$ cat config.mk
export PLATFORM = sky130hd
export DESIGN_NAME = mi4_front
export DESIGN_NICKNAME = d
export VERILOG_FILES = /design/src/hw/rtl/matrix_inverse_4x4_defines.svh /design/src/hw/rtl/mi4_pkg.sv /design/src/hw/rtl/mi4_front.sv
export SDC_FILE = /design/constraint.sdc
export NUM_CORES = 1
export LEC_CHECK = 0
export BUFFER_PORTS_ARGS = -buffer_cell sky130_fd_sc_hd__buf_2
export CAP_MARGIN = 20
export CORE_MARGIN = 5
export CORE_UTILIZATION = 28
export CTS_CLUSTER_SIZE = 28
export DETAILED_ROUTE_END_ITERATION = 10
export SETUP_SLACK_MARGIN = 0.05
export SYNTH_ARGS = -nofsm -noshare
export SYNTH_HDL_FRONTEND = slang
export SYNTH_SLANG_ARGS = --single-unit
$ cat constraint.sdc
create_clock -name clk -period 6.91 [get_ports clk]
set_clock_uncertainty 0.05 [all_clocks]
set_input_delay 1.382 -clock clk [delete_from_list [all_inputs] [get_ports clk]]
set_output_delay 1.382 -clock clk [all_outputs]
set_load 0.02 [all_outputs]
$ cat src/hw/rtl/matrix_inverse_4x4_defines.svh
// ---------------------------------------------------------------------------
// matrix_inverse_4x4_defines
// Assertion macros shared by the inverter RTL.
// ---------------------------------------------------------------------------
`ifndef MATRIX_INVERSE_4X4_DEFINES_SVH
`define MATRIX_INVERSE_4X4_DEFINES_SVH

// same-cycle implication, clocked on clk, off during rst
`define MI4_ASSERT_IMP(label, ante, cons, msg) \
  label: assert property (@(posedge clk) disable iff (rst) (ante) |-> (cons)) \
    else $error(msg);

// next-cycle implication
`define MI4_ASSERT_NXT(label, ante, cons, msg) \
  label: assert property (@(posedge clk) disable iff (rst) (ante) |=> (cons)) \
    else $error(msg);

`endif

$ cat src/hw/rtl/mi4_pkg.sv
// ---------------------------------------------------------------------------
// mi4_pkg
// Types, widths and helper functions of the 4x4 matrix inverter.
// ---------------------------------------------------------------------------
package mi4_pkg;

  localparam int FRAC_BITS_DEF = 16;
  localparam int EW = 32;   // element width
  localparam int PW = 128;  // product magnitude register
  localparam int CW = 97;   // signed cofactor
  localparam int DW = 131;  // signed determinant
  localparam int QW = 33;   // quotient bits kept

  typedef logic [15:0][EW-1:0] mat_t;

  typedef struct packed {
    logic full;
    logic empty;
  } q_stat_t;

  // n-th index of {0,1,2,3} with skip removed
  function automatic logic [1:0] pick(input logic [1:0] skip, input logic [1:0] n);
    pick = (n < skip) ? n : n + 2'd1;
  endfunction

  // column choice of permutation p for minor row i
  function automatic logic [1:0] perm_col(input logic [2:0] p, input logic [1:0] i);
    logic [5:0] row;
    case (p)
      3'd0: row = {2'd2, 2'd1, 2'd0};
      3'd1: row = {2'd0, 2'd2, 2'd1};
      3'd2: row = {2'd1, 2'd0, 2'd2};
      3'd3: row = {2'd1, 2'd2, 2'd0};
      3'd4: row = {2'd0, 2'd1, 2'd2};
      3'd5: row = {2'd2, 2'd0, 2'd1};
      default: row = '0;
    endcase
    perm_col = row[{i, 1'b0} +: 2];
  endfunction

  // odd permutations subtract
  function automatic logic perm_neg(input logic [2:0] p);
    perm_neg = (p >= 3'd3);
  endfunction

endpackage

$ cat src/hw/rtl/mi4_front.sv
// ---------------------------------------------------------------------------
// mi4_front
// Collects sixteen words into a matrix and pushes it to the queue.
// ---------------------------------------------------------------------------
module mi4_front (
  input  logic                       clk,
  input  logic                       rst,
  input  logic                       s_tvalid,
  output logic                       s_tready,
  input  logic [mi4_pkg::EW-1:0]     s_tdata,
  input  mi4_pkg::q_stat_t           qs,
  output logic                       push,
  output mi4_pkg::mat_t              push_data
);
  import mi4_pkg::*;

  logic [3:0]          load_count;
  logic [14:0][EW-1:0] matrix_store;
  logic                take;

  assign s_tready = (load_count != 4'd15) || !qs.full;
  assign take     = s_tvalid && s_tready;
  assign push     = take && (load_count == 4'd15);
  assign push_data = {s_tdata, matrix_store};

  always_ff @(posedge clk) begin
    if (rst) begin
      load_count <= '0;
    end else if (take) begin
      load_count <= load_count + 4'd1;
    end
  end

  always_ff @(posedge clk) begin
    if (take && (load_count != 4'd15)) begin
      matrix_store[load_count] <= s_tdata;
    end
  end

endmodule

==> results.cfg <==
[yosys]
ys_async_sr_fraction_pct = 0
ys_types = 25
synth_top_cell_by_area = edfxtp_1
yosys-top-cells-area = edfxtp_1 96%, buf_4 1.6%, dfxtp_1 0.53%
yosysSeqAreaShare_pct = 96.3
ys_ff_latch = 484
yosysWarnings = 0
syn_area_um2 = 15100
synthCells = 565
synth_top_flop_cell = edfxtp_1
synth_area_per_cell_um2 = 26.6
yosysTopAreaCellShare_pct = 95.8
syn_nets = 606
synth_edf_count = 480

[drt]
num_vias = 7924
firstDrtPassIters = 4
drtAntennaViolNets = 0
routedWlPerCell_um = 23.2
drcViolationCount = 0
drt_iter0_markers = 501
wl_um = 43600
viasPerCell = 4.21

[timing]
setup-violations-final = 0
tightest_slew_ns = 0.789
fmaxAchievable_mhz = 277
rsz0062_at_grt = no
period_share_pct = 52.2
relSlewSlack_pct = 47.3
hold_viol = 0
post-route-min-period_ns = 3.61
timing.hold.ws_ns = 0.495
tns_ns = 0
drv_slew = 0

[pwr]
p_sw_uw = 1190
internal_power_uw = 4710
sw_frac_of_total_pct = 20.2
clkPwrFrac_pct = 41.6
ir_drop_v = 0.000225
p_leak_uw = 0.00750
p_total_uw = 5900
combPwrFrac_pct = 3.0
p_seq_share_pct = 55.4
power_density_nw_per_um2 = 294

[placed_design]
dp.cells = 1793
hpwlAfterDp_um = 28300
portBuffers = 549
gp_congestion = 0.742

[worst_setup_path]
crit_fanout = 10
r2r-start = load_count[2]
path_common_cell = buf_2
timing.rr.end = push_data[150]
critPathKind = in -> out
r2r_slack_ns = 4.32
worstSetupStartpointType = primary input
crit_slowest_cell = nor3b_1
crit_chain = buf_2 > nand3_1 > nor3b_1 > buf_2
r2r_cells = 3
crit_arrival_ns = 2.17
cp-end-kind = output port
critPathMaxStageDelay_ns = 0.25
worstPathRequired_ns = 5.48

[worst_hold_path]
worstHoldPathType = reg -> reg
hp-start = load_count[0]
hold_end = load_count[0]
hold_path_depth = 2

[global_route]
grt_pass1_vias = 8094
grt_max_degree = 33
grt_overflow_total = 0
grt_antenna_before_repair = 3
grt_pass1_wl_um = 60300
grt_use_total_pct = 14.1

[cells_and_area]
layout_commonest_cell = buf_2
fin_cells = 1882
layout_common_cells = 549 x buf_2, 480 x edfxtp_1, 49 x clkbuf_16
area_delta_synth_final_pct = 33.6
nFillCells = 4936
multi_input_area_um2 = 369
nets = 1189
drive_above_1_share_pct = 55.2
seqCellArea_um2 = 14500

[cts]
h-tree-depth = 2
cts_resized = 0
cts_hold_repair.buffers = 0
post_cts.repair.setup_buffers = 0
cts_made_buffers = 49
clk_latency_ns = 0.56
clk_pin_slew_ns = 0.05
clockBufferDepth = 3
cts_tree = yes
clock-sinks = 484
cts_root_buffer = clkbuf_16

[die]
num_io_pins = 551
die_area_um2 = 58500
std_cell_rows = 85
initial_core_util_pct = 28.1
coreArea_um2 = 53500
die_y_um = 242
die_w_um = 242

[outcome]
status = complete, no violations

[run]
cap_viol_max_count = 0
==> registers in the layout, summed over array words and instances, names as in the netlist <==
register	count
load_count	4
push_data	480
==> critical path: cells and delay by family <==
family                 cells  cell delay [ns]
buffers and inverters      2             0.42
and+or+nand+nor            2             0.37
==> per-stage QoR <==
stage / area, µm² / worst slack, ns / utilization [%]
2_1_floorplan: 15100 / 2.53 / -
3_5_place_dp: 18600 / 3.28 / 34.8
4_1_cts: 20100 / 3.28 / 37.6
6_report: 20100 / 3.30 / 37.6
3_3_place_gp: 18600 / 3.30 / 34.8
5_1_grt: 20100 / 3.24 / 37.6
==> worst max-delay path by stage <==
stage | from | to | slack [ns]
4_1_cts | s_tvalid | push | 3.28
5_1_grt | s_tvalid | push | 3.24
3_5_place_dp | s_tvalid | push | 3.28
6_report | s_tvalid | push | 3.30
3_3_place_gp | s_tvalid | push | 3.30
2_1_floorplan | s_tvalid | push_data[100] | 2.53
==> area by class of cell <==
type / instances / area share (%)
flip-flops and latches: 484 / 72.1
multi-input cells: 44 / 1.84
well taps: 696 / 4.33
inverters: 2 / 0.0373
diodes: 2 / 0.0249
repair buffers: 567 / 14.3
clock buffers: 59 / 6.28
clock inverters: 28 / 1.08
==> cells by family (layout without fill, tap and decap cells) <==
family	Yosys count	count (layout)	share of synthesized area (%)
other	0	2	0
AO/OA/AOI/OAI	5	5	0.233
AND/OR/NAND/NOR	34	34	1.26
multiplexers	1	1	0.0748
flip-flops	484	484	96.3
buffers and inverters	37	656	1.80
adder cells (fa/ha/maj)	4	4	0.333
==> Yosys cell counts, types with 2 or more instances <==
cell	number
a21oi_1	2
and2_1	3
buf_4	33
dfxtp_1	4
edfxtp_1	480
ha_1	4
inv_1	2
nand2_1	4
nand2b_1	2
nand3_1	3
nor2_1	11
nor3_1	4
==> power groups by stage <==
stage                     Combinational, µW  Clock (µW)  Sequential, µW
after global placement                  178           0            3330
after floorplan                        45.5           0            3370
after global routing                    190        2660            3270
after detailed placement                182           0            3330
final                                   178        2450            3270
after CTS                               182        2530            3270
==> metal layers <==
metal  wire (µm)  vias up  track usage, %  part of all wire (%)
met5          11        -               0                 0.025
met2       21700      416            24.2                    50
met3        3620       79            4.72                   8.3
met4        1120        2            3.88                   2.6
li1            -     3397               -                     -
met1       17200     4030            17.2                    39
(Power assumes the default switching activity.)
