--- src/hw/rtl/matrix_inverse_4x4_defines.svh ---
// ---------------------------------------------------------------------------
// matrix_inverse_4x4_defines
// Assertion macros shared by the inverter RTL.
// ---------------------------------------------------------------------------
`ifndef MATRIX_INVERSE_4X4_DEFINES_SVH
`define MATRIX_INVERSE_4X4_DEFINES_SVH

// same-cycle implication, clocked on clk, off during rst
`define MI4_ASSERT_IMP(label, ante, cons, msg) \
  label: assert property (@(posedge clk) disable iff (rst) (ante) |-> (cons)) \
    else $error(msg);

// next-cycle implication
`define MI4_ASSERT_NXT(label, ante, cons, msg) \
  label: assert property (@(posedge clk) disable iff (rst) (ante) |=> (cons)) \
    else $error(msg);

`endif

--- src/hw/rtl/mi4_pkg.sv ---
// ---------------------------------------------------------------------------
// mi4_pkg
// Types, widths and helper functions of the 4x4 matrix inverter.
// ---------------------------------------------------------------------------
package mi4_pkg;

  localparam int FRAC_BITS_DEF = 16;
  localparam int EW = 32;   // element width
  localparam int PW = 128;  // product magnitude register
  localparam int CW = 97;   // signed cofactor
  localparam int DW = 131;  // signed determinant
  localparam int QW = 33;   // quotient bits kept

  typedef logic [15:0][EW-1:0] mat_t;

  typedef struct packed {
    logic full;
    logic empty;
  } q_stat_t;

  // n-th index of {0,1,2,3} with skip removed
  function automatic logic [1:0] pick(input logic [1:0] skip, input logic [1:0] n);
    pick = (n < skip) ? n : n + 2'd1;
  endfunction

  // column choice of permutation p for minor row i
  function automatic logic [1:0] perm_col(input logic [2:0] p, input logic [1:0] i);
    logic [5:0] row;
    case (p)
      3'd0: row = {2'd2, 2'd1, 2'd0};
      3'd1: row = {2'd0, 2'd2, 2'd1};
      3'd2: row = {2'd1, 2'd0, 2'd2};
      3'd3: row = {2'd1, 2'd2, 2'd0};
      3'd4: row = {2'd0, 2'd1, 2'd2};
      3'd5: row = {2'd2, 2'd0, 2'd1};
      default: row = '0;
    endcase
    perm_col = row[{i, 1'b0} +: 2];
  endfunction

  // odd permutations subtract
  function automatic logic perm_neg(input logic [2:0] p);
    perm_neg = (p >= 3'd3);
  endfunction

endpackage

--- src/hw/rtl/mi4_queue.sv ---
// ---------------------------------------------------------------------------
// mi4_queue
// Two-entry matrix queue between front and back.
// ---------------------------------------------------------------------------
module mi4_queue (
  input  logic              clk,
  input  logic              rst,
  input  logic              push,
  input  mi4_pkg::mat_t     push_data,
  input  logic              pop,
  output mi4_pkg::mat_t     head,
  output mi4_pkg::q_stat_t  qs
);
  import mi4_pkg::*;

  mat_t       mem [2];
  logic       wr_ptr;
  logic       rd_ptr;
  logic [1:0] count;

  assign qs.full  = (count == 2'd2);
  assign qs.empty = (count == 2'd0);
  assign head     = mem[rd_ptr];

  always_ff @(posedge clk) begin
    if (rst) begin
      wr_ptr <= 1'b0;
      rd_ptr <= 1'b0;
      count  <= '0;
    end else begin
      if (push) wr_ptr <= ~wr_ptr;
      if (pop)  rd_ptr <= ~rd_ptr;
      count <= count + {1'b0, push} - {1'b0, pop};
    end
  end

  always_ff @(posedge clk) begin
    if (push) begin
      mem[wr_ptr] <= push_data;
    end
  end

endmodule

--- config.mk ---
export PLATFORM = sky130hd
export DESIGN_NAME = mi4_queue
export DESIGN_NICKNAME = d
export VERILOG_FILES = /design/src/hw/rtl/matrix_inverse_4x4_defines.svh /design/src/hw/rtl/mi4_pkg.sv /design/src/hw/rtl/mi4_queue.sv
export SDC_FILE = /design/constraint.sdc
export NUM_CORES = 1
export LEC_CHECK = 0
export BUFFER_PORTS_ARGS = -buffer_cell sky130_fd_sc_hd__buf_2
export CORE_AREA = 2 2 406 408
export DETAILED_ROUTE_END_ITERATION = 12
export DIE_AREA = 0 0 408 410
export PLACE_DENSITY = 0.39
export SLEW_MARGIN = 20
export SYNTH_ARGS = -nofsm -noshare
export SYNTH_HDL_FRONTEND = slang
export SYNTH_SLANG_ARGS = --single-unit
--- constraint.sdc ---
create_clock -name clk -period 24.4 [get_ports clk]
set_input_delay 1.22 -clock clk [delete_from_list [all_inputs] [get_ports clk]]
set_output_delay 1.22 -clock clk [all_outputs]
set_load 0.01 [all_outputs]
==> results of run 1 <==
metrics by stage:
stage                     utilization (%)  hold WS (ps)  area [sq um]  std cells  total power, mW
final                               29.70         521.3         48560       5027            4.213
after global routing                29.69         588.8         48550       5020            4.379
after CTS                           29.65         537.6         48470       5006            4.288
after detailed placement            27.40         524.2         44800       4796            2.592
after global placement              27.40         504.3         44800       4796            2.584
after floorplan                         -         479.9         37380       1614            2.420
registers in the layout, summed over array words and instances, names as in the netlist, named ones only:
register	count
count	2
mem	1024
rd_ptr	1
wr_ptr	1
metal layers:
layer	wire length, microns	vias to the layer above	track usage [%]
li1	-	8741	-
met1	38570	9985	12.75
met2	59440	758	23.54
met3	9154	224	5.050
met4	3037	46	3.851
met5	287	-	0
worst max path at each step:
stage | slack [ps] | start | end
after CTS | 17260 | register | head[500]
after global placement | 18130 | push | mem[0][342]
final | 17710 | register | head[493]
after detailed placement | 18030 | register | head[500]
after floorplan | 9420 | push | mem[0][0]
after global routing | 17290 | register | head[491]
placed cells by master, fill, tap and decap left out, types with 3 or more instances in the layout:
cell | Yosys | layout
sky130_fd_sc_hd__clkbuf_16 | 0 | 116
sky130_fd_sc_hd__nor2_1 | 5 | 5
sky130_fd_sc_hd__clkinv_1 | 0 | 27
sky130_fd_sc_hd__diode_2 | 0 | 20
sky130_fd_sc_hd__buf_6 | 46 | 3
sky130_fd_sc_hd__mux2_2 | 512 | 512
sky130_fd_sc_hd__clkinv_16 | 0 | 4
sky130_fd_sc_hd__bufinv_16 | 0 | 10
sky130_fd_sc_hd__dfxtp_1 | 5 | 4
sky130_fd_sc_hd__edfxtp_1 | 1024 | 1024
sky130_fd_sc_hd__clkinv_2 | 0 | 13
sky130_fd_sc_hd__buf_2 | 3 | 1029
sky130_fd_sc_hd__clkinvlp_4 | 0 | 4
sky130_fd_sc_hd__buf_4 | 0 | 17
sky130_fd_sc_hd__clkbuf_1 | 0 | 33
worst reg2reg max path: cells and delay by family, from the launching register on:
kind	cells	cell delay [ps]
buffers and inverters	5	4260
AND/OR/NAND/NOR	1	110
flip-flops	1	350
final cells by class:
class / instances / area, sq um
flip-flops and latches: 1029 / 30850
multi-input cells: 526 / 5884
diodes: 20 / 50.05
fillers: 16410 / 114900
well taps: 2189 / 2739
inverters: 2 / 7.507
clock inverters: 61 / 643.1
clock buffers: 149 / 3027
repair buffers: 1051 / 5359
kinds of logic after synthesis:
group	synth area share, %
multiplexers	15.43
AND/OR/NAND/NOR	0.1172
flip-flops	82.54
buffers and inverters	1.741
XOR/XNOR	0.1071
adder cells (fa/ha/maj)	0.06694
cell usage after synthesis:
cell	n
sky130_fd_sc_hd__buf_2	3
sky130_fd_sc_hd__ha_1	2
sky130_fd_sc_hd__xnor3_1	1
sky130_fd_sc_hd__dfxtp_1	5
sky130_fd_sc_hd__buf_6	46
sky130_fd_sc_hd__nor2_1	5
sky130_fd_sc_hd__edfxtp_1	1024
sky130_fd_sc_hd__clkbuf_8	8
sky130_fd_sc_hd__and2_1	1
sky130_fd_sc_hd__inv_1	2
sky130_fd_sc_hd__mux2_2	512
sky130_fd_sc_hd__nor2b_1	3
sky130_fd_sc_hd__xnor2_1	2
report_power, final:
part	switching [mW]	internal (mW)	leakage, nW	total, mW
logic	0.254	0.190	6.15	0.444
registers	0.0295	2.07	9.65	2.10
clock network	0.692	0.978	1.76	1.67
==> flow_summary_export.csv, run 1 <==
group,metric,value,unit
status,outcome,"finished, final reports clean",
timing,post-route-worst-setup-slack,17710,ps
power_and_ir_drop,ir_worst_vdd,0.05606,mV
drt,drt-initial-drc-count,1047,
layout,finalNetCount,3242,
critical_path,most_repeated_library_cell_on_the_critical_path,"sky130_fd_sc_hd__buf_4",
power_and_ir_drop,p_leak,17.56,nW
place,detailedPlace.worstSlack,18030,ps
clock_network,tritoncts,"yes",
critical_path,crit_type,"reg -> out",
critical_path,setup_slack_of_the_worst_register_to_register_path,19250,ps
yosys,syn-mean-instance-area,23.16,sq um
critical_path,end_kind,"output pin",
yosys,yosys-top-cells-area,"sky130_fd_sc_hd__edfxtp_1 (82%), sky130_fd_sc_hd__mux2_2 (15%), sky130_fd_sc_hd__buf_6 (1.4%)",
drt,dr_vias_cell,3.930,
worst_hold_path,hold_class,"reg -> reg",
grt,grt_start_max_net_pins,145,
place,globalplace.congestion,0.8492,
timing,fin_crit_share,27.40,%
yosys,synth_sequential_area_ratio,82.54,%
clock_network,clock_h_tree_levels,3,
layout,drive_gt1_share,60.89,%
power_and_ir_drop,cellPowerDensity,86.75,nW/um^2
critical_path,worst-r2r-cell-count,6,
yosys,post_synth_num_cell_types,13,
clock_network,cts_max_path_buffers,3,
yosys,syn_area,37370,sq um
grt,grt_use_total,12.61,%
timing,top_achievable_clock_speed,149.5,MHz
worst_hold_path,holdPathEnd,"rd_ptr",
critical_path,largest_fanout_on_the_critical_path,80,
timing,drv_slew,0,
timing,timing_worst_slew_pin_value,1055,ps
clock_network,cts_resized,0,
floorplanning,fp.dieW,408,microns
critical_path,critPathSlowestCell,"sky130_fd_sc_hd__dfxtp_4",
grt,grt_antenna_before_repair,66,
grt,grt_first_pass_wirelength,152300,microns
drt,detailed_routing_iteration_count_for_the_pre_antenna_repair_pass,5,
floorplanning,die_y,410,microns
clock_network,cts_inserted_buffers,114,
timing,setup_repair_after_global_routing_missed_its_margin,"no",
floorplanning,design.die.area,167300,sq um
clock_network,path_clk_slew,50,ps
timing,timing.max_slew.rel_slack,29.66,%
place,dpl.hpwl,80550,microns
critical_path,worst_r2r_startpoint,"wr_ptr",
timing,final.setup.tns,0,ps
yosys,yosysTopAreaCellShare,82.27,%
floorplanning,num_io_pins,1030,
drt,antenna_left,0,
yosys,postSynthRegisterBits,1029,
yosys,synth_nets,2132,
critical_path,critical_path_cell_count,6,
timing,minimum_clock_period_after_layout,6687,ps
grt,gr-total-overflow,0,
clock_network,post_cts_hold_buffer_count,0,
timing,timing_hold_violations_final,0,
clock_network,clock_insertion_delay_worst_skew,720,ps
critical_path,worst_path_largest_cell_delay,870,ps
grt,vias_in_the_first_global_route,21130,
drt,route.detailed.drc,0,
worst_hold_path,worstHoldStart,"rd_ptr",
critical_path,worst_r2r_endpoint,"mem[0][353]",
layout,area_delta_synth_final,29.94,%
timing,skew,65.75,ps
clock_network,cts.root.buffer_cell,"sky130_fd_sc_hd__clkbuf_16",
drt,postRouteWirelength,110500,microns
timing,setup_violators_final,0,
clock_network,clock_sinks,1029,
yosys,synth_largest_area_cell,"sky130_fd_sc_hd__edfxtp_1",
critical_path,setup.worst_path.start_class,"register",
clock_network,cts_setup_buffers,0,
critical_path,required_time_of_the_worst_setup_path,23180,ps
floorplanning,fp-row-count,149,
critical_path,crit_arrival,5470,ps
yosys,synthesis.yosys.warnings,0,
place,io_buffer_count,1029,
floorplanning,floorplan.core_area,163500,sq um
critical_path,crit_chain,"buf_6 > buf_4 > buf_4 > buf_4 > mux2_2 > buf_2",
yosys,synthCells,1614,
critical_path,worst-path-buf-inv,5,
floorplanning,floorplan.initialDensity,22.86,%
drt,avgRoutedWirePerCell,21.98,microns
flow_run,maxCapViolCount,0,
critical_path,timing.critical_path.max_delay_family,"buffers and inverters",
drt,detailed_route_via_count,19750,
worst_hold_path,holdPathStages,2,
No activity file was read; power rests on OpenSTA's default activity.
==> inputs of run 2 (changes only) <==
==> constraint.sdc (replaced) <==
create_clock -name clk -period 5.7 [get_ports clk]
set_input_delay 0.285 -clock clk [delete_from_list [all_inputs] [get_ports clk]]
set_output_delay 0.285 -clock clk [all_outputs]
set_load 0.01 [all_outputs]
==> run 2 against run 1 <==
Sequential power grew to 4.3 times the previous value. Cell count rose by 10%. Core utilization rose by 3.1 points. Critical endpoint is now head[404]. Non-clock buffer count up 530. Setup slack got worse by 15000 ps. Via count rose by 9.4%.
==> flow_summary_export.csv, run 2 (synthesis gave the netlist of run 1 again) <==
group,metric,value,unit
status,outcome,"finished, final reports clean",
clock_network,cts_max_path_buffers,3,
critical_path,required_time_of_the_worst_setup_path,5410,ps
timing,timing_worst_slew_pin_value,1160,ps
drt,dr_vias_cell,3.897,
critical_path,crit_arrival,2790,ps
clock_network,clock_insertion_delay_worst_skew,730,ps
timing,setup_repair_after_global_routing_missed_its_margin,"no",
critical_path,setup.worst_path.start_class,"register",
layout,fillerInstances,16090,
drt,route.detailed.drc,0,
grt,grt_first_pass_wirelength,155400,microns
layout,largest_reg_flops,1024,
layout,most_common_cell_after_layout_fill_and_taps_aside,"sky130_fd_sc_hd__buf_2",
layout,area_delta_synth_final,43.71,%
timing,minimum_clock_period_after_layout,3080,ps
timing,hold-worst-slack,284.2,ps
timing,skew,13.04,ps
drt,antenna_left,0,
drt,postRouteWirelength,108700,microns
layout,reg_top3,"mem (1024), count (2)",
floorplanning,fp.dieW,408,microns
power_and_ir_drop,cellPowerDensity,337.5,nW/um^2
floorplanning,fp-row-count,149,
layout,final_core_utilization,32.85,%
layout,commonest_non_fill_non_tap_cells_in_the_layout,"sky130_fd_sc_hd__buf_2 (1029), sky130_fd_sc_hd__edfxtp_1 (1024), sky130_fd_sc_hd__dlygate4sd3_1 (516)",
clock_network,cts.root.buffer_cell,"sky130_fd_sc_hd__clkbuf_16",
timing,timing.max_slew.rel_slack,22.64,%
layout,area.sequential,30850,sq um
floorplanning,die_y,410,microns
floorplanning,num_io_pins,1030,
grt,grt_start_max_net_pins,153,
worst_hold_path,hold_class,"in -> reg",
power_and_ir_drop,p_leak,19.76,nW
floorplanning,design.die.area,167300,sq um
floorplanning,floorplan.initialDensity,22.86,%
clock_network,clock_h_tree_levels,3,
worst_hold_path,holdPathStages,2,
clock_network,path_clk_slew,60,ps
floorplanning,floorplan.core_area,163500,sq um
drt,drt-initial-drc-count,1145,
timing,top_achievable_clock_speed,324.7,MHz
flow_run,maxCapViolCount,0,
clock_network,cts_inserted_buffers,116,
place,io_buffer_count,1029,
critical_path,largest_fanout_on_the_critical_path,152,
critical_path,end_kind,"output pin",
timing,fin_crit_share,54.03,%
power_and_ir_drop,ir_worst_vdd,0.2653,mV
grt,vias_in_the_first_global_route,23700,
clock_network,tritoncts,"yes",
drt,detailed_routing_iteration_count_for_the_pre_antenna_repair_pass,5,
critical_path,worst-r2r-cell-count,2,
clock_network,cts_setup_buffers,0,
layout,regMostFlops,"mem",
layout,finalNetCount,3774,
timing,timing_hold_violations_final,0,
place,globalplace.congestion,0.8292,
drt,avgRoutedWirePerCell,19.59,microns
critical_path,crit_type,"reg -> out",
grt,gr-total-overflow,0,
grt,grt_use_total,12.53,%
grt,grt_antenna_before_repair,15,
timing,setup_violators_final,0,
timing,drv_slew,0,
layout,drive_gt1_share,51.67,%
drt,detailed_route_via_count,21620,
place,dpl.hpwl,76470,microns
layout,multiInputGateArea,5884,sq um
clock_network,clock_sinks,1029,
==> run 2: power breakdown <==
part | leakage [nW] | switching [mW] | internal, mW
Combinational | 8.40 | 1.20 | 1.07
Sequential | 9.65 | 0.0963 | 8.85
Clock | 1.71 | 3.01 | 3.90
==> run 2: stage by stage <==
stage | setup TNS [ps] | area [sq um] | total power [mW] | worst slack (ps) | cells
2_1_floorplan | -2095640 | 37380 | 10.24 | -2663 | 1614
3_3_place_gp | 0 | 45030 | 11.07 | 3204 | 4811
3_5_place_dp | 0 | 45030 | 11.11 | 3144 | 4811
4_1_cts | 0 | 53690 | 18.48 | 2457 | 5537
5_1_grt | 0 | 53710 | 18.92 | 2417 | 5546
6_report | 0 | 53710 | 18.13 | 2620 | 5548
==> run 2: final timing paths <==
check	from	to	slack, ps
max	register	head[404]	2620
min	push_data[206]	mem[1][206]	280
max reg2reg	wr_ptr	mem[1][491]	3230
min reg2reg	rd_ptr	rd_ptr	520
==> run 2: final cells by class <==
| type | count | area share, % |
|---|---|---|
| flip-flops and latches | 1029 | 57.44 |
| clock buffers | 152 | 5.695 |
| multi-input cells | 526 | 10.96 |
| repair buffers | 1581 | 19.94 |
| well taps | 2189 | 5.099 |
| clock inverters | 58 | 0.8037 |
| inverters | 2 | 0.01398 |
| diodes | 11 | 0.05125 |
==> run 2: worst max-delay path, stage by stage (launching register included) <==
cell	delay, ps
sky130_fd_sc_hd__dfxtp_4	600
sky130_fd_sc_hd__buf_12	500
sky130_fd_sc_hd__mux2_2	440
sky130_fd_sc_hd__buf_2	140
==> run 2: timing repair <==
action / in CTS / in global routing
hold endpoints to repair: 1029 / 0
hold buffers: 516 / 0
resized for setup: 0 / 0
==> run 2: layer usage <==
layer	track usage, %	wire, microns
met2	21.95	55130
met4	5.734	4307
met3	3.958	7999
met5	0	0
met1	13.81	41260
